===== src/rtl/jas_pkg.sv =====
`timescale 1ns / 1ps
package jas_pkg;

  typedef struct packed {
    logic        operation;
    logic [7:0]  job_number;
    logic [9:0]  memory_need;
    logic [7:0]  device_need;
    logic [15:0] run_length;
    logic [1:0]  hold_class;
  } jas_in_t;

  typedef struct packed {
    logic [2:0] outcome;
    logic [7:0] job_id;
    logic [9:0] free_memory;
    logic       last;
  } jas_out_t;

  typedef enum logic [2:0] {
    OUT_HELD      = 3'd0,
    OUT_ADMITTED  = 3'd1,
    OUT_COMPLETED = 3'd2,
    OUT_BIG_MEM   = 3'd3,
    OUT_BIG_DEV   = 3'd4,
    OUT_BAD_CLASS = 3'd5,
    OUT_FULL      = 3'd6,
    OUT_EMPTY     = 3'd7
  } outcome_t;

  localparam logic       OP_ARRIVE = 1'b0;
  localparam logic       OP_FINISH = 1'b1;
  localparam logic [1:0] CLASS_SORTED = 2'd1;
  localparam logic [1:0] CLASS_FIFO   = 2'd2;
  localparam logic       REG_TOTAL_MEMORY  = 1'b0;
  localparam logic       REG_TOTAL_DEVICES = 1'b1;

  typedef enum logic [3:0] {
    ST_IDLE,
    ST_DECIDE,
    ST_SEARCH,
    ST_SHIFT,
    ST_FINISH_RD,
    ST_SORTED_CHK,
    ST_SORTED_POP,
    ST_FIFO_CHK,
    ST_FIFO_POP,
    ST_EMIT
  } state_t;

  // Commands from the controller to the datapath.
  typedef struct packed {
    logic latch_in;
    logic do_reject;   // single result from the decide checks
    logic do_fifo_push;
    logic start_search;
    logic search_step;
    logic shift_step;
    logic finish_pop;
    logic sorted_pop;
    logic fifo_pop;
    logic emit_done;
  } jas_cmd_t;

  // Status back to the controller.
  typedef struct packed {
    logic is_finish;
    logic reject;
    logic is_sorted;
    logic search_done;
    logic shift_done;
    logic ready_empty;
    logic sorted_can;
    logic fifo_can;
    logic out_busy;
  } jas_stat_t;

endpackage


===== src/rtl/jas_ctrl.sv =====
`timescale 1ns / 1ps
module jas_ctrl
  import jas_pkg::*;
(
  input  logic      clk,
  input  logic      rst,
  input  logic      in_valid,
  output logic      in_ready,
  input  jas_stat_t stat,
  output jas_cmd_t  cmd
);

  state_t state, state_next;

  always_ff @(posedge clk) begin
    if (rst) begin
      state <= ST_IDLE;
    end else begin
      state <= state_next;
    end
  end

  always_comb begin
    state_next = state;
    cmd = '0;
    in_ready = 1'b0;
    case (state)
      ST_IDLE: begin
        in_ready = 1'b1;
        if (in_valid) begin
          cmd.latch_in = 1'b1;
          state_next = ST_DECIDE;
        end
      end
      ST_DECIDE: begin
        if (!stat.out_busy) begin
          if (stat.is_finish) begin
            state_next = ST_FINISH_RD;
          end else if (stat.reject) begin
            cmd.do_reject = 1'b1;
            state_next = ST_IDLE;
          end else if (stat.is_sorted) begin
            cmd.start_search = 1'b1;
            state_next = ST_SEARCH;
          end else begin
            cmd.do_fifo_push = 1'b1;
            state_next = ST_SORTED_CHK;
          end
        end
      end
      ST_SEARCH: begin
        if (stat.search_done) begin
          state_next = ST_SHIFT;
        end else begin
          cmd.search_step = 1'b1;
        end
      end
      ST_SHIFT: begin
        if (!stat.out_busy) begin
          cmd.shift_step = 1'b1;
          if (stat.shift_done) begin
            state_next = ST_SORTED_CHK;
          end
        end
      end
      ST_FINISH_RD: begin
        if (!stat.out_busy) begin
          cmd.finish_pop = 1'b1;
          state_next = stat.ready_empty ? ST_IDLE : ST_SORTED_CHK;
        end
      end
      ST_SORTED_CHK: begin
        if (!stat.out_busy) begin
          state_next = stat.sorted_can ? ST_SORTED_POP : ST_FIFO_CHK;
        end
      end
      ST_SORTED_POP: begin
        cmd.sorted_pop = 1'b1;
        state_next = ST_SORTED_CHK;
      end
      ST_FIFO_CHK: begin
        if (!stat.out_busy) begin
          state_next = stat.fifo_can ? ST_FIFO_POP : ST_EMIT;
        end
      end
      ST_FIFO_POP: begin
        cmd.fifo_pop = 1'b1;
        state_next = ST_FIFO_CHK;
      end
      ST_EMIT: begin
        if (!stat.out_busy) begin
          cmd.emit_done = 1'b1;
          state_next = ST_IDLE;
        end
      end
      default: state_next = ST_IDLE;
    endcase
  end

  a_no_accept_busy: assert property (@(posedge clk) disable iff (rst)
    (state != ST_IDLE) |-> !in_ready) else $error("input taken while busy");
  a_pop_after_chk: assert property (@(posedge clk) disable iff (rst)
    (state == ST_SORTED_POP) |-> $past(state) == ST_SORTED_CHK)
    else $error("sorted pop without check");
  a_search_to_shift: assert property (@(posedge clk) disable iff (rst)
    (state == ST_SHIFT) |-> ($past(state) == ST_SEARCH || $past(state) == ST_SHIFT))
    else $error("shift entered out of order");

endmodule


===== src/rtl/jas_datapath.sv =====
`timescale 1ns / 1ps
module jas_datapath
  import jas_pkg::*;
#(
  parameter int HOLD_DEPTH  = 16,
  parameter int READY_DEPTH = 32
) (
  input  logic      clk,
  input  logic      rst,
  input  jas_in_t   in_data,
  input  logic      cfg_valid,
  input  logic      cfg_index,
  input  logic      cfg_hi_zero,
  input  logic [9:0] cfg_data,
  input  jas_cmd_t  cmd,
  output jas_stat_t stat,
  output logic      out_valid,
  input  logic      out_ready,
  output jas_out_t  out_data
);

  localparam int HW = $clog2(HOLD_DEPTH);
  localparam int RW = $clog2(READY_DEPTH);

  typedef struct packed {
    logic [7:0]  job;
    logic [9:0]  mem;
    logic [15:0] run;
  } sent_t;
  typedef struct packed {
    logic [7:0] job;
    logic [9:0] mem;
  } fent_t;

  logic [9:0] mem_limit;
  logic [7:0] dev_limit;
  jas_in_t    req;

  // Sorted queue is a row of registers so the insert shifts one slot a cycle while the output is not stalled.
  sent_t      sorted_q [HOLD_DEPTH];
  logic [HW:0] sorted_count;
  logic [HW:0] pos;
  logic [HW:0] shift_idx;

  fent_t      fifo_mem [HOLD_DEPTH];
  logic [HW-1:0] fifo_rd, fifo_wr;
  logic [HW:0] fifo_count;
  fent_t      fifo_head;

  fent_t      ready_mem [READY_DEPTH];
  logic [RW-1:0] ready_rd, ready_wr;
  logic [RW:0] ready_count;
  fent_t      ready_head;

  logic [9:0] used_memory;
  logic [9:0] free_now;
  logic       pend_last;
  jas_out_t   pend_data;

  logic [HW-1:0] fifo_rd_inc, fifo_wr_inc, fifo_rd_look;
  logic [RW-1:0] ready_rd_inc, ready_wr_inc;

  assign fifo_rd_inc  = (fifo_rd == HW'(HOLD_DEPTH - 1)) ? '0 : fifo_rd + 1'b1;
  assign fifo_wr_inc  = (fifo_wr == HW'(HOLD_DEPTH - 1)) ? '0 : fifo_wr + 1'b1;
  assign ready_rd_inc = (ready_rd == RW'(READY_DEPTH - 1)) ? '0 : ready_rd + 1'b1;
  assign ready_wr_inc = (ready_wr == RW'(READY_DEPTH - 1)) ? '0 : ready_wr + 1'b1;
  assign fifo_rd_look = cmd.fifo_pop ? fifo_rd_inc : fifo_rd;

  assign free_now = (used_memory >= mem_limit) ? 10'd0 : mem_limit - used_memory;

  always_ff @(posedge clk) begin
    if (rst) begin
      mem_limit <= '0;
      dev_limit <= '0;
    end else if (cfg_valid && cfg_hi_zero) begin
      if (cfg_index == REG_TOTAL_MEMORY) begin
        mem_limit <= cfg_data;
      end else begin
        dev_limit <= cfg_data[7:0];
      end
    end
  end

  // Read ports of the two memories are registered. A FIFO pop reads ahead to the
  // next entry so the head is current at the following check.
  always_ff @(posedge clk) begin
    fifo_head  <= fifo_mem[fifo_rd_look];
    ready_head <= ready_mem[ready_rd];
  end

  logic reject_any;
  outcome_t reject_code;
  logic hold_full;
  always_comb begin
    hold_full = (req.hold_class == CLASS_SORTED) ? (sorted_count >= (HW+1)'(HOLD_DEPTH))
                                                 : (fifo_count >= (HW+1)'(HOLD_DEPTH));
    reject_any = 1'b1;
    reject_code = OUT_FULL;
    if (req.memory_need > mem_limit) begin
      reject_code = OUT_BIG_MEM;
    end else if (req.device_need > dev_limit) begin
      reject_code = OUT_BIG_DEV;
    end else if (req.hold_class != CLASS_SORTED && req.hold_class != CLASS_FIFO) begin
      reject_code = OUT_BAD_CLASS;
    end else if (!hold_full) begin
      reject_any = 1'b0;
    end
  end

  logic ready_room;
  assign ready_room = ready_count < (RW+1)'(READY_DEPTH);

  always_comb begin
    stat.is_finish   = req.operation == OP_FINISH;
    stat.reject      = reject_any;
    stat.is_sorted   = req.hold_class == CLASS_SORTED;
    stat.search_done = (pos >= sorted_count) ||
                       (sorted_q[pos[HW-1:0]].run > req.run_length);
    stat.shift_done  = shift_idx == pos;
    stat.ready_empty = ready_count == '0;
    stat.sorted_can  = (sorted_count != '0) && ready_room && (sorted_q[0].mem <= free_now);
    stat.fifo_can    = (fifo_count != '0) && ready_room && (fifo_head.mem <= free_now);
    stat.out_busy    = out_valid && !out_ready;
  end

  logic    emit_en;
  outcome_t emit_code;
  logic [7:0] emit_id;
  logic [9:0] used_next;

  always_comb begin
    emit_en = 1'b0;
    emit_code = OUT_HELD;
    emit_id = req.job_number;
    used_next = used_memory;
    if (cmd.do_reject) begin
      emit_en = 1'b1;
      emit_code = reject_code;
    end else if (cmd.do_fifo_push || (cmd.shift_step && stat.shift_done)) begin
      emit_en = 1'b1;
    end else if (cmd.finish_pop) begin
      emit_en = 1'b1;
      if (stat.ready_empty) begin
        emit_code = OUT_EMPTY;
        emit_id = '0;
      end else begin
        emit_code = OUT_COMPLETED;
        emit_id = ready_head.job;
        used_next = (ready_head.mem >= used_memory) ? 10'd0 : used_memory - ready_head.mem;
      end
    end else if (cmd.sorted_pop) begin
      emit_en = 1'b1;
      emit_code = OUT_ADMITTED;
      emit_id = sorted_q[0].job;
      used_next = used_memory + sorted_q[0].mem;
    end else if (cmd.fifo_pop) begin
      emit_en = 1'b1;
      emit_code = OUT_ADMITTED;
      emit_id = fifo_head.job;
      used_next = used_memory + fifo_head.mem;
    end
  end

  logic [9:0] free_next;
  assign free_next = (used_next >= mem_limit) ? 10'd0 : mem_limit - used_next;

  always_ff @(posedge clk) begin
    if (rst) begin
      sorted_count <= '0;
      fifo_count <= '0;
      fifo_rd <= '0;
      fifo_wr <= '0;
      ready_count <= '0;
      ready_rd <= '0;
      ready_wr <= '0;
      used_memory <= '0;
      out_valid <= 1'b0;
      pend_last <= 1'b0;
    end else begin
      used_memory <= used_next;
      if (cmd.do_reject || (cmd.finish_pop && stat.ready_empty)) begin
        out_valid <= 1'b1;
        out_data <= '{emit_code, emit_id, free_next, 1'b1};
        pend_last <= 1'b0;
      end else if (cmd.emit_done) begin
        out_valid <= 1'b1;
        out_data <= '{pend_data.outcome, pend_data.job_id, pend_data.free_memory, 1'b1};
        pend_last <= 1'b0;
      end else if (emit_en) begin
        // A result is held back one step so the final one can carry last.
        if (pend_last) begin
          out_valid <= 1'b1;
          out_data <= pend_data;
        end else if (out_ready) begin
          out_valid <= 1'b0;
        end
        pend_data <= '{emit_code, emit_id, free_next, 1'b0};
        pend_last <= 1'b1;
      end else if (out_ready) begin
        out_valid <= 1'b0;
      end
      if (cmd.do_fifo_push) begin
        fifo_wr <= fifo_wr_inc;
        fifo_count <= fifo_count + 1'b1;
      end
      if (cmd.fifo_pop) begin
        fifo_rd <= fifo_rd_inc;
        fifo_count <= fifo_count - 1'b1;
      end
      if (cmd.finish_pop && !stat.ready_empty) begin
        ready_rd <= ready_rd_inc;
        ready_count <= ready_count - 1'b1;
      end
      if (cmd.sorted_pop || cmd.fifo_pop) begin
        ready_wr <= ready_wr_inc;
        ready_count <= ready_count + 1'b1;
      end
      if (cmd.shift_step && stat.shift_done) begin
        sorted_count <= sorted_count + 1'b1;
      end
      if (cmd.sorted_pop) begin
        sorted_count <= sorted_count - 1'b1;
      end
    end
  end

  always_ff @(posedge clk) begin
    if (cmd.latch_in) begin
      req <= in_data;
    end
    if (cmd.start_search) begin
      pos <= '0;
      shift_idx <= sorted_count;
    end else if (cmd.search_step) begin
      pos <= pos + 1'b1;
    end
    if (cmd.shift_step) begin
      if (stat.shift_done) begin
        sorted_q[pos[HW-1:0]] <= '{req.job_number, req.memory_need, req.run_length};
      end else begin
        sorted_q[shift_idx[HW-1:0]] <= sorted_q[shift_idx[HW-1:0] - 1'b1];
        shift_idx <= shift_idx - 1'b1;
      end
    end
    if (cmd.sorted_pop) begin
      for (int i = 0; i < HOLD_DEPTH - 1; i++) begin
        sorted_q[i] <= sorted_q[i+1];
      end
    end
    if (cmd.do_fifo_push) begin
      fifo_mem[fifo_wr] <= '{req.job_number, req.memory_need};
    end
    if (cmd.sorted_pop) begin
      ready_mem[ready_wr] <= '{sorted_q[0].job, sorted_q[0].mem};
    end else if (cmd.fifo_pop) begin
      ready_mem[ready_wr] <= fifo_head;
    end
  end

  a_hold_bound: assert property (@(posedge clk) disable iff (rst)
    sorted_count <= (HW+1)'(HOLD_DEPTH) && fifo_count <= (HW+1)'(HOLD_DEPTH))
    else $error("hold count overflow");
  a_ready_bound: assert property (@(posedge clk) disable iff (rst)
    ready_count <= (RW+1)'(READY_DEPTH)) else $error("ready count overflow");
  a_out_hold: assert property (@(posedge clk) disable iff (rst)
    (out_valid && !out_ready) |=> out_valid) else $error("result dropped");

endmodule


===== src/rtl/job_admission_scheduler.sv =====
`timescale 1ns / 1ps
// Job admission engine. One request is worked at a time, and the input is not
// ready again until the request's last result has been produced. A rejection
// or a finish on an empty ready queue gives a single result. A held arrival
// or a finish then moves held jobs to the ready queue, sorted queue first,
// while memory and room allow. A class 1 arrival first searches past the
// jobs in the sorted queue that sort ahead, and the insert shifts the rest.
// Each result waits until the one before it has been taken, and the last
// result of a request carries last.
module job_admission_scheduler
  import jas_pkg::*;
#(
  parameter int HOLD_DEPTH  = 16,
  parameter int READY_DEPTH = 32
) (
  input  logic       clk,
  input  logic       rst,
  input  logic       in_valid,
  output logic       in_ready,
  input  jas_in_t    in_data,
  output logic       out_valid,
  input  logic       out_ready,
  output jas_out_t   out_data,
  input  logic       cfg_valid,
  output logic       cfg_ready,
  input  logic [7:0] cfg_index,
  input  logic [9:0] cfg_data
);

  jas_cmd_t  cmd;
  jas_stat_t stat;

  assign cfg_ready = 1'b1;

  jas_ctrl u_ctrl (
    .clk(clk), .rst(rst), .in_valid(in_valid), .in_ready(in_ready),
    .stat(stat), .cmd(cmd)
  );

  jas_datapath #(.HOLD_DEPTH(HOLD_DEPTH), .READY_DEPTH(READY_DEPTH)) u_dp (
    .clk(clk), .rst(rst), .in_data(in_data),
    .cfg_valid(cfg_valid), .cfg_index(cfg_index[0]),
    .cfg_hi_zero(cfg_index[7:1] == 7'd0), .cfg_data(cfg_data),
    .cmd(cmd), .stat(stat),
    .out_valid(out_valid), .out_ready(out_ready), .out_data(out_data)
  );

endmodule


===== config.mk =====
export PLATFORM = sky130hd
export DESIGN_NAME = job_admission_scheduler
export DESIGN_NICKNAME = d
export VERILOG_FILES = /design/src/rtl/jas_pkg.sv /design/src/rtl/jas_ctrl.sv /design/src/rtl/jas_datapath.sv /design/src/rtl/job_admission_scheduler.sv
export SDC_FILE = /design/constraint.sdc
export NUM_CORES = 2
export LEC_CHECK = 0
export BUFFER_PORTS_ARGS = -buffer_cell sky130_fd_sc_hd__buf_2
export CELL_PAD_IN_SITES_DETAIL_PLACEMENT = 1
export CELL_PAD_IN_SITES_GLOBAL_PLACEMENT = 1
export CORE_AREA = 2 2 406 368
export DETAILED_ROUTE_END_ITERATION = 16
export DIE_AREA = 0 0 408 370
export PLACE_DENSITY_LB_ADDON = 0.1
export SLEW_MARGIN = 10
export SYNTH_ARGS = -nofsm -noshare
export SYNTH_HDL_FRONTEND = slang
export SYNTH_SLANG_ARGS = --single-unit

===== constraint.sdc =====
create_clock -name clk -period 5.4 [get_ports clk]
set_input_delay 0.27 -clock clk [delete_from_list [all_inputs] [get_ports clk]]
set_output_delay 0.27 -clock clk [all_outputs]
set_load 0.05 [all_outputs]

* Yosys cells after proc, flatten, opt, wreduce, memory -nomap -nowiden
Memory sizes are Yosys's and may differ from the RTL's. A register that Yosys moved wholly into a read port is not among the register bits.
Index checks and enable logic that the tools add are counted.
** Storage, ports and cells
- Bits in registers :: 166
- Input bits :: 68
- Output and inout port bits :: 25
- Memories kept :: 3
- RAM bits :: 1408
** Memory list
- u_dp.ready_mem :: depth 32, width 18, read ports 1, clocked after memory_dff 1, wr ports 1, RTL line jas_datapath.sv:50 : fent_t ready_mem [READY_DEPTH];
- u_dp.sorted_q :: depth 16, width 34, read ports 18, clocked after memory_dff 1, wr ports 15, RTL line jas_datapath.sv:40 : sent_t sorted_q [HOLD_DEPTH];
- u_dp.fifo_mem :: depth 16, width 18, read ports 1, clocked after memory_dff 1, wr ports 1, RTL line jas_datapath.sv:45 : fent_t fifo_mem [HOLD_DEPTH];
** Cells by class
- Equal/unequal tests :: 26
- $add $sub $neg :: 18
- Multiplexer cells :: 112
- Bitwise gates (word level) :: 5
- Reductions and logical operators :: 35
- Order comparisons :: 12
** Operator list (count)
- $mux 10 :: 9
- $mux 22 :: 4
- $mux 34 :: 2
- $mux 4 :: 17
- $reduce_or 34->1 :: 2
- $mux 8 :: 6
- $mux 1 :: 46
- $mux 5 :: 9
- $pmux 4 s10 :: 1
- $mux 3 :: 13
- $ge 10x10->1 :: 3
- $sub 10x10->10 :: 3
- $add 5x1->5 const B :: 5
- $add 10x10->10 :: 2
- $le 10x10->1 :: 2
- $mux 18 :: 1
- $ne 2x2->1 const B :: 9
- $eq 4x3->1 const B :: 4
- $eq 4x4->1 const B :: 4
- $gt 16x16->1 :: 1
- $sub 5x1->5 const B :: 3
- $mux 6 :: 2
- $eq 5x5->1 const B :: 2
- $ge 5x5->1 const B :: 2
- 31 further kinds :: 56

* Longest topological paths before layout
- Depth in word-level cells :: 16
- Gate-level depth with buffers :: 21
- Mapped depth without buffers :: 21

* Hierarchy
A second synthesis with hierarchy kept.
** Unflattened totals
- Cells, all modules :: 4768
- Area, all modules :: 74012.2 um2
** Modules (own cells, without submodules)
- jas_datapath :: cells an instance 4694, sequential area each 47205.3 um2, area an instance 73442.9 um2, times used 1
- jas_ctrl :: cells an instance 70, sequential area each 80.1 um2, area an instance 538.0 um2, times used 1
- job_admission_scheduler :: cells an instance 4, sequential area each 0.0 um2, area an instance 31.3 um2, times used 1

* Worst setup path after synthesis
No wires, ideal clock.
- Path kind :: register -> register
- Start :: register u_dp.req[31] (netlist bit)
- End :: register u_dp.pend_data[10] (netlist bit), enable pin
- Buffers on the path :: 1
- Library setup time :: 0.432 ns
- Setup slack :: 0.758 ns
- Cell stages (with the launch flop) :: 11
- Arrival time :: 4.210 ns
- Clock period less this slack :: 4.642 ns
- Path through :: edfxtp_1 ha_1 and4_1 o21ai_1 a31oi_1 o32ai_2 a41oi_1 nor2_2 buf_2 nand2_1 a211oi_1
** Between the ends
- Longest elaborated chain between the ends :: 10
- Elaborated cells between the ends (all ways) :: 13
- Classes of those cells :: order compare (1); mux (8); bitwise (1); reduce/logical (3)
** RTL lines
- start: declaration :: RTL line jas_datapath.sv:37 : jas_in_t req;
- start signal: assignment :: RTL line jas_datapath.sv:229 : req <= in_data;
- $gt 10x10->1 (*) :: RTL line jas_datapath.sv:99 : if (req.memory_need > mem_limit) begin
- $mux 1 (*) :: RTL line jas_datapath.sv:99
- $mux 2 :: RTL line jas_ctrl.sv:39 : end else if (stat.reject) begin
- $mux 3 (*) :: RTL line jas_ctrl.sv:37 : if (stat.is_finish) begin
- $mux 3 (*) :: RTL line jas_ctrl.sv:36 : if (!stat.out_busy) begin
- $mux 3 (*) :: RTL line jas_ctrl.sv:27 : case (state)
- $logic_or 1x1->1 :: RTL line jas_datapath.sv:139 : end else if (cmd.do_fifo_push || (cmd.shift_step && stat.shift_done)) begin
- $mux 1 :: RTL line jas_datapath.sv:139
- $mux 1 :: RTL line jas_datapath.sv:136 : if (cmd.do_reject) begin
- $reduce_and 4->1 (no line) (*)
- end signal: assignment :: RTL line jas_datapath.sv:197 : pend_data <= '{emit_code, emit_id, free_next, 1'b0};
- end: declaration :: RTL line jas_datapath.sv:58 : jas_out_t pend_data;
Every way passes the cells marked *; elsewhere a longest branch is shown, timed or not.
A chain may end at the register's enable or synchronous reset.

* Worst setup path in the final report
- Start :: register u_dp.mem_limit[4]
- End :: register, netlist name u_dp.out_data[10]
** Between the ends
- Longest elaborated chain between the ends :: 12
- Elaborated cells between the ends (all ways) :: 15
- Classes of those cells :: add/sub (1); order compare (2); mux (10); reduce/logical (2)
** RTL lines
- start: declaration :: RTL line jas_datapath.sv:35 : logic [9:0] mem_limit;
- start signal: assignment :: RTL line jas_datapath.sv:77 : mem_limit <= cfg_data;
- $gt 10x10->1 :: RTL line jas_datapath.sv:99
- $mux 1 :: RTL line jas_datapath.sv:99
- $mux 2 :: RTL line jas_ctrl.sv:39
- $mux 3 :: RTL line jas_ctrl.sv:37
- $mux 3 :: RTL line jas_ctrl.sv:36
- $mux 3 :: RTL line jas_ctrl.sv:27
- $logic_or 1x1->1 :: RTL line jas_datapath.sv:139
- $mux 10 :: RTL line jas_datapath.sv:139
- $mux 10 :: RTL line jas_datapath.sv:136
- $sub 10x10->10 / $ge 10x10->1 (equally long branches) :: RTL line jas_datapath.sv:165 : assign free_next = (used_next >= mem_limit) ? 10'd0 : mem_limit - used_next;
- $mux 10 (*) :: RTL line jas_datapath.sv:165
- net u_dp.free_next[9] :: RTL line jas_datapath.sv:164 : logic [9:0] free_next;
- $mux 22 (*) :: RTL line jas_datapath.sv:181 : if (cmd.do_reject || (cmd.finish_pop && stat.ready_empty)) begin
Mark *: on every way through the listed nets, which the timed path passes. The rest lies on a longest branch.

==> results.md <==
* Status: completed
* WL per Instance at 29.8 um
* Post-synth EDFFs at 1496
* Slew HR at 0.208
* Fin util at 0.561
* RD Place Congestion at ~0.9
* CP Capture Type: flop
* Peak VDD IR at 0.446 mV
* FF+latch count, synth at 1614
* Seq/Total Area, Yosys at 0.648
* Synthesized area at 73000 um^2
* Final antenna-violating net count at 0
* Clock Root Buffer: clkbuf_16
* Antenna violations before repair at 12
* Vias at 42700
* Power share of the clock group at 0.288
* Clock tree buffer depth at 3
* Die Area at between 150000 and 200000 um^2
* Syn Nets at 4689
* Met2 wire len at 94300 um
* Finish-stage setup viols at 0
* Largest net degree at the start of global routing at 174
* Multi-input gate area at approximately 24000 um^2
* First-pass GRT wire length at 300000 um
* Vias in the first global route at 43800
* Fmax at 202 MHz
* Static Leak at 26.7 nW
* Max-cap violation count at 0
* Max-slew violation count at 0
* Number of port buffers at 91
* Setup Fix Bufs, Post-CTS at 0
* CP Max Fanout at 10
* Final number of hold-violating endpoints at 0
* Initial DRC count at 4110
* Fillcell total at 13300
* Finished Layout Cells at between 6000 and 7000
* Netlist cell types at 80
* Final Cycle Share at 0.917
* CTS tree: done
* Die Span Y at between 300 and 400 um
* Share of power burned in registers at 0.410
* Layout cell share with drive strength beyond 1 at 0.232
* Crit path launch type: flop
* Unrepaired setup endpoints after global routing: no
* Met3 WL at 11900 um
* Total grt overflow at 0
* Layout Nets at 4879
* H-tree depth at 4
* Async set or reset register ratio after synthesis at 0
* Post-Place Cells at 6410
* Worst Path Arrival at 5.52 ns
* Final Skew at a little under 0.05 ns
* Synth Flop Type: edfxtp_1
* Site Rows at 134
* Placement Setup Slack at 0.504 ns
* Switching Share at 0.308
* Worst Path Required at 5.97 ns
* Clk_lat worst skew at 0.83 ns
* Initial Util at 0.496
* Die width at 408 um
* Drt pass-1 iters at 5
* Top sig layer: met5
* Clock transition at path regs at 0.06 ns
* Count of clock tree sinks at between 1500 and 2000
* DRC errors left at 0
* Setup CP Type: flop to flop
* Mapped Cells at 4481
* Setup ws final at 0.448 ns
* Pwr Density at 474 nW/um^2
* Internal at 27.0 mW
* Worst-margin pin slew at 1.18 ns
* DRT Wirelength at 202000 um
* Yosys warns at 0
* Total CTS buffers at 166
* Comb pwr share at 0.302
* Area delta synth->final at 13.0%
* Switch Pwr at 12.0 mW
* Dpl hpwl at 123000 um
* Tot GR Track Use at 0.269
* Vias/cell at roughly 6.3
* Pwr Total at 39.1 mW
* Sequential cell area at between 40000 and 50000 um^2
* Minimum clock period at 4.95 ns
* I/O pin total at 93
* Core outline area at 147000 um^2
* Total negative setup slack at 0 ns
* Post-Syn Area per Cell at 16.3 um^2
* Met1 Routed Length at around 90000 um
* Min-Delay Path Class: input port to flop
[synthesized netlist by cell type (all sizes together), types with 31 or more instances]
| cell | n | area share |
|---|---|---|
| edfxtp | 1496 | 0.62 |
| o21a | 518 | 0.053 |
| mux4 | 430 | 0.13 |
| nand2 | 292 | 0.015 |
| clkbuf | 188 | 0.0097 |
| nor2 | 157 | 0.0081 |
| ha | 132 | 0.023 |
| a21oi | 127 | 0.0087 |
| dfxtp | 118 | 0.032 |
| buf | 104 | 0.010 |
| a211oi | 103 | 0.011 |
| inv | 103 | 0.0053 |
| and2 | 80 | 0.0069 |
| o21ai | 78 | 0.0053 |
| mux2 | 65 | 0.010 |
| a31oi | 53 | 0.0045 |
| nand2b | 49 | 0.0077 |
| nor3 | 40 | 0.0028 |
| a311oi | 39 | 0.0047 |
| nand3 | 32 | 0.0022 |
| mux2i | 31 | 0.0043 |
[metal layers]
layer,vias up,track usage
met3,259,0.0361
met1,22800,0.405
met2,1324,0.418
met5,-,0
met4,4,0.0653
li1,18300,-
[per-stage QoR]
step	area (um^2)	hold slack [ns]
3_3_place_gp	76500	0.446
3_5_place_dp	76500	0.449
4_1_cts	82400	0.0291
6_report	82500	0.0920
5_1_grt	82500	0.115
2_1_floorplan	73000	0.369
[layout make-up]
| cell class | instances | share of cell area |
|---|---|---|
| clock buffer | 208 | 0.0530 |
| multi-input combinational | 2472 | 0.296 |
| clock inverter | 95 | 0.0113 |
| inverter | 103 | 0.00469 |
| timing repair buffer | 314 | 0.0310 |
| antenna | 4 | 0.000121 |
| tap | 1972 | 0.0299 |
| sequential | 1614 | 0.574 |
[cell families after synthesis]
family | Yosys count | synth area share
DFF | 1614 | 0.648
AOI/OAI and AO/OA | 1011 | 0.0976
and+or+nand+nor | 746 | 0.0517
muxes | 526 | 0.147
buffers and inverters | 395 | 0.0251
adders and majority gates | 140 | 0.0248
xor gates and xnor gates | 48 | 0.00586
other | 1 | 0.0000514
[critical path: stages, from the launching register on]
cell and delay, ns:
dfxtp_1 0.55, inv_1 0.09, ha_1 0.31, and4_1 0.22
o21ai_1 0.08, a31oi_1 0.12, o32ai_2 0.29, buf_4 0.19
a31oi_1 0.21, nor3_1 0.47, o22ai_1 0.19, ha_1 0.37
nor2b_1 0.16, o21ai_0 0.22, a21boi_0 0.15, o21ai_0 0.24
a21oi_1 0.14, a21oi_1 0.15, buf_4 0.19, a31oi_1 0.07
mux2_2 0.27
[path summary, 6_finish.rpt]
check,slack (ns),start,to,cells after the start
hold reg to reg,0.49,u_dp.fifo_count[3],u_dp.fifo_count[3],2
setup reg to reg,0.45,u_dp.mem_limit[4],u_dp.out_data[10],20
setup / recovery,0.45,u_dp.mem_limit[4],u_dp.out_data[10],20
hold / removal,0.09,cfg_index[6],u_dp.mem_limit[1],7
[placed cells by master, fill, tap and decap left out, drive strengths merged, types with 39 or more instances in the layout]
master / netlist / routed
a211oi: 103 / 103
a21oi: 127 / 127
a311oi: 39 / 39
a31oi: 53 / 53
and2: 80 / 80
buf: 104 / 249
clkbuf: 188 / 208
clkinv: 0 / 73
dfxtp: 118 / 118
dlygate4sd3: 0 / 65
edfxtp: 1496 / 1496
ha: 132 / 132
inv: 103 / 108
mux2: 65 / 65
mux4: 430 / 430
nand2: 292 / 292
nand2b: 49 / 49
nor2: 157 / 157
nor3: 40 / 40
o21a: 518 / 518
o21ai: 78 / 78
[power groups by stage]
stage / clock network [mW] / registers (mW) / logic [mW]
2_1_floorplan: 0 / 16.0 / 8.73
3_3_place_gp: 0 / 16.2 / 11.6
3_5_place_dp: 0 / 16.3 / 11.8
4_1_cts: 11.5 / 16.0 / 11.9
5_1_grt: 11.9 / 16.1 / 12.7
6_report: 11.3 / 16.0 / 11.8
[state kept, by name, summed over array words and instances (netlist names), 6 cells and up, named ones only]
name / count
u_dp.fifo_mem: 288
u_dp.ready_mem: 576
u_dp.sorted_q: 544
u_dp.pend_data: 21
u_dp.ready_count: 6
u_dp.out_data: 22
u_dp.req: 44
u_dp.mem_limit: 10
u_dp.dev_limit: 8
u_dp.fifo_head: 18
u_dp.used_memory: 10
u_dp.ready_head: 18
[timing repair]
action | CTS | global route
endpoints found under the hold margin | 76 | 0
gates resized for setup | 0 | 1
endpoints found under the setup margin | 0 | 3
hold buffers | 65 | 0
(Power assumes the default switching activity.)
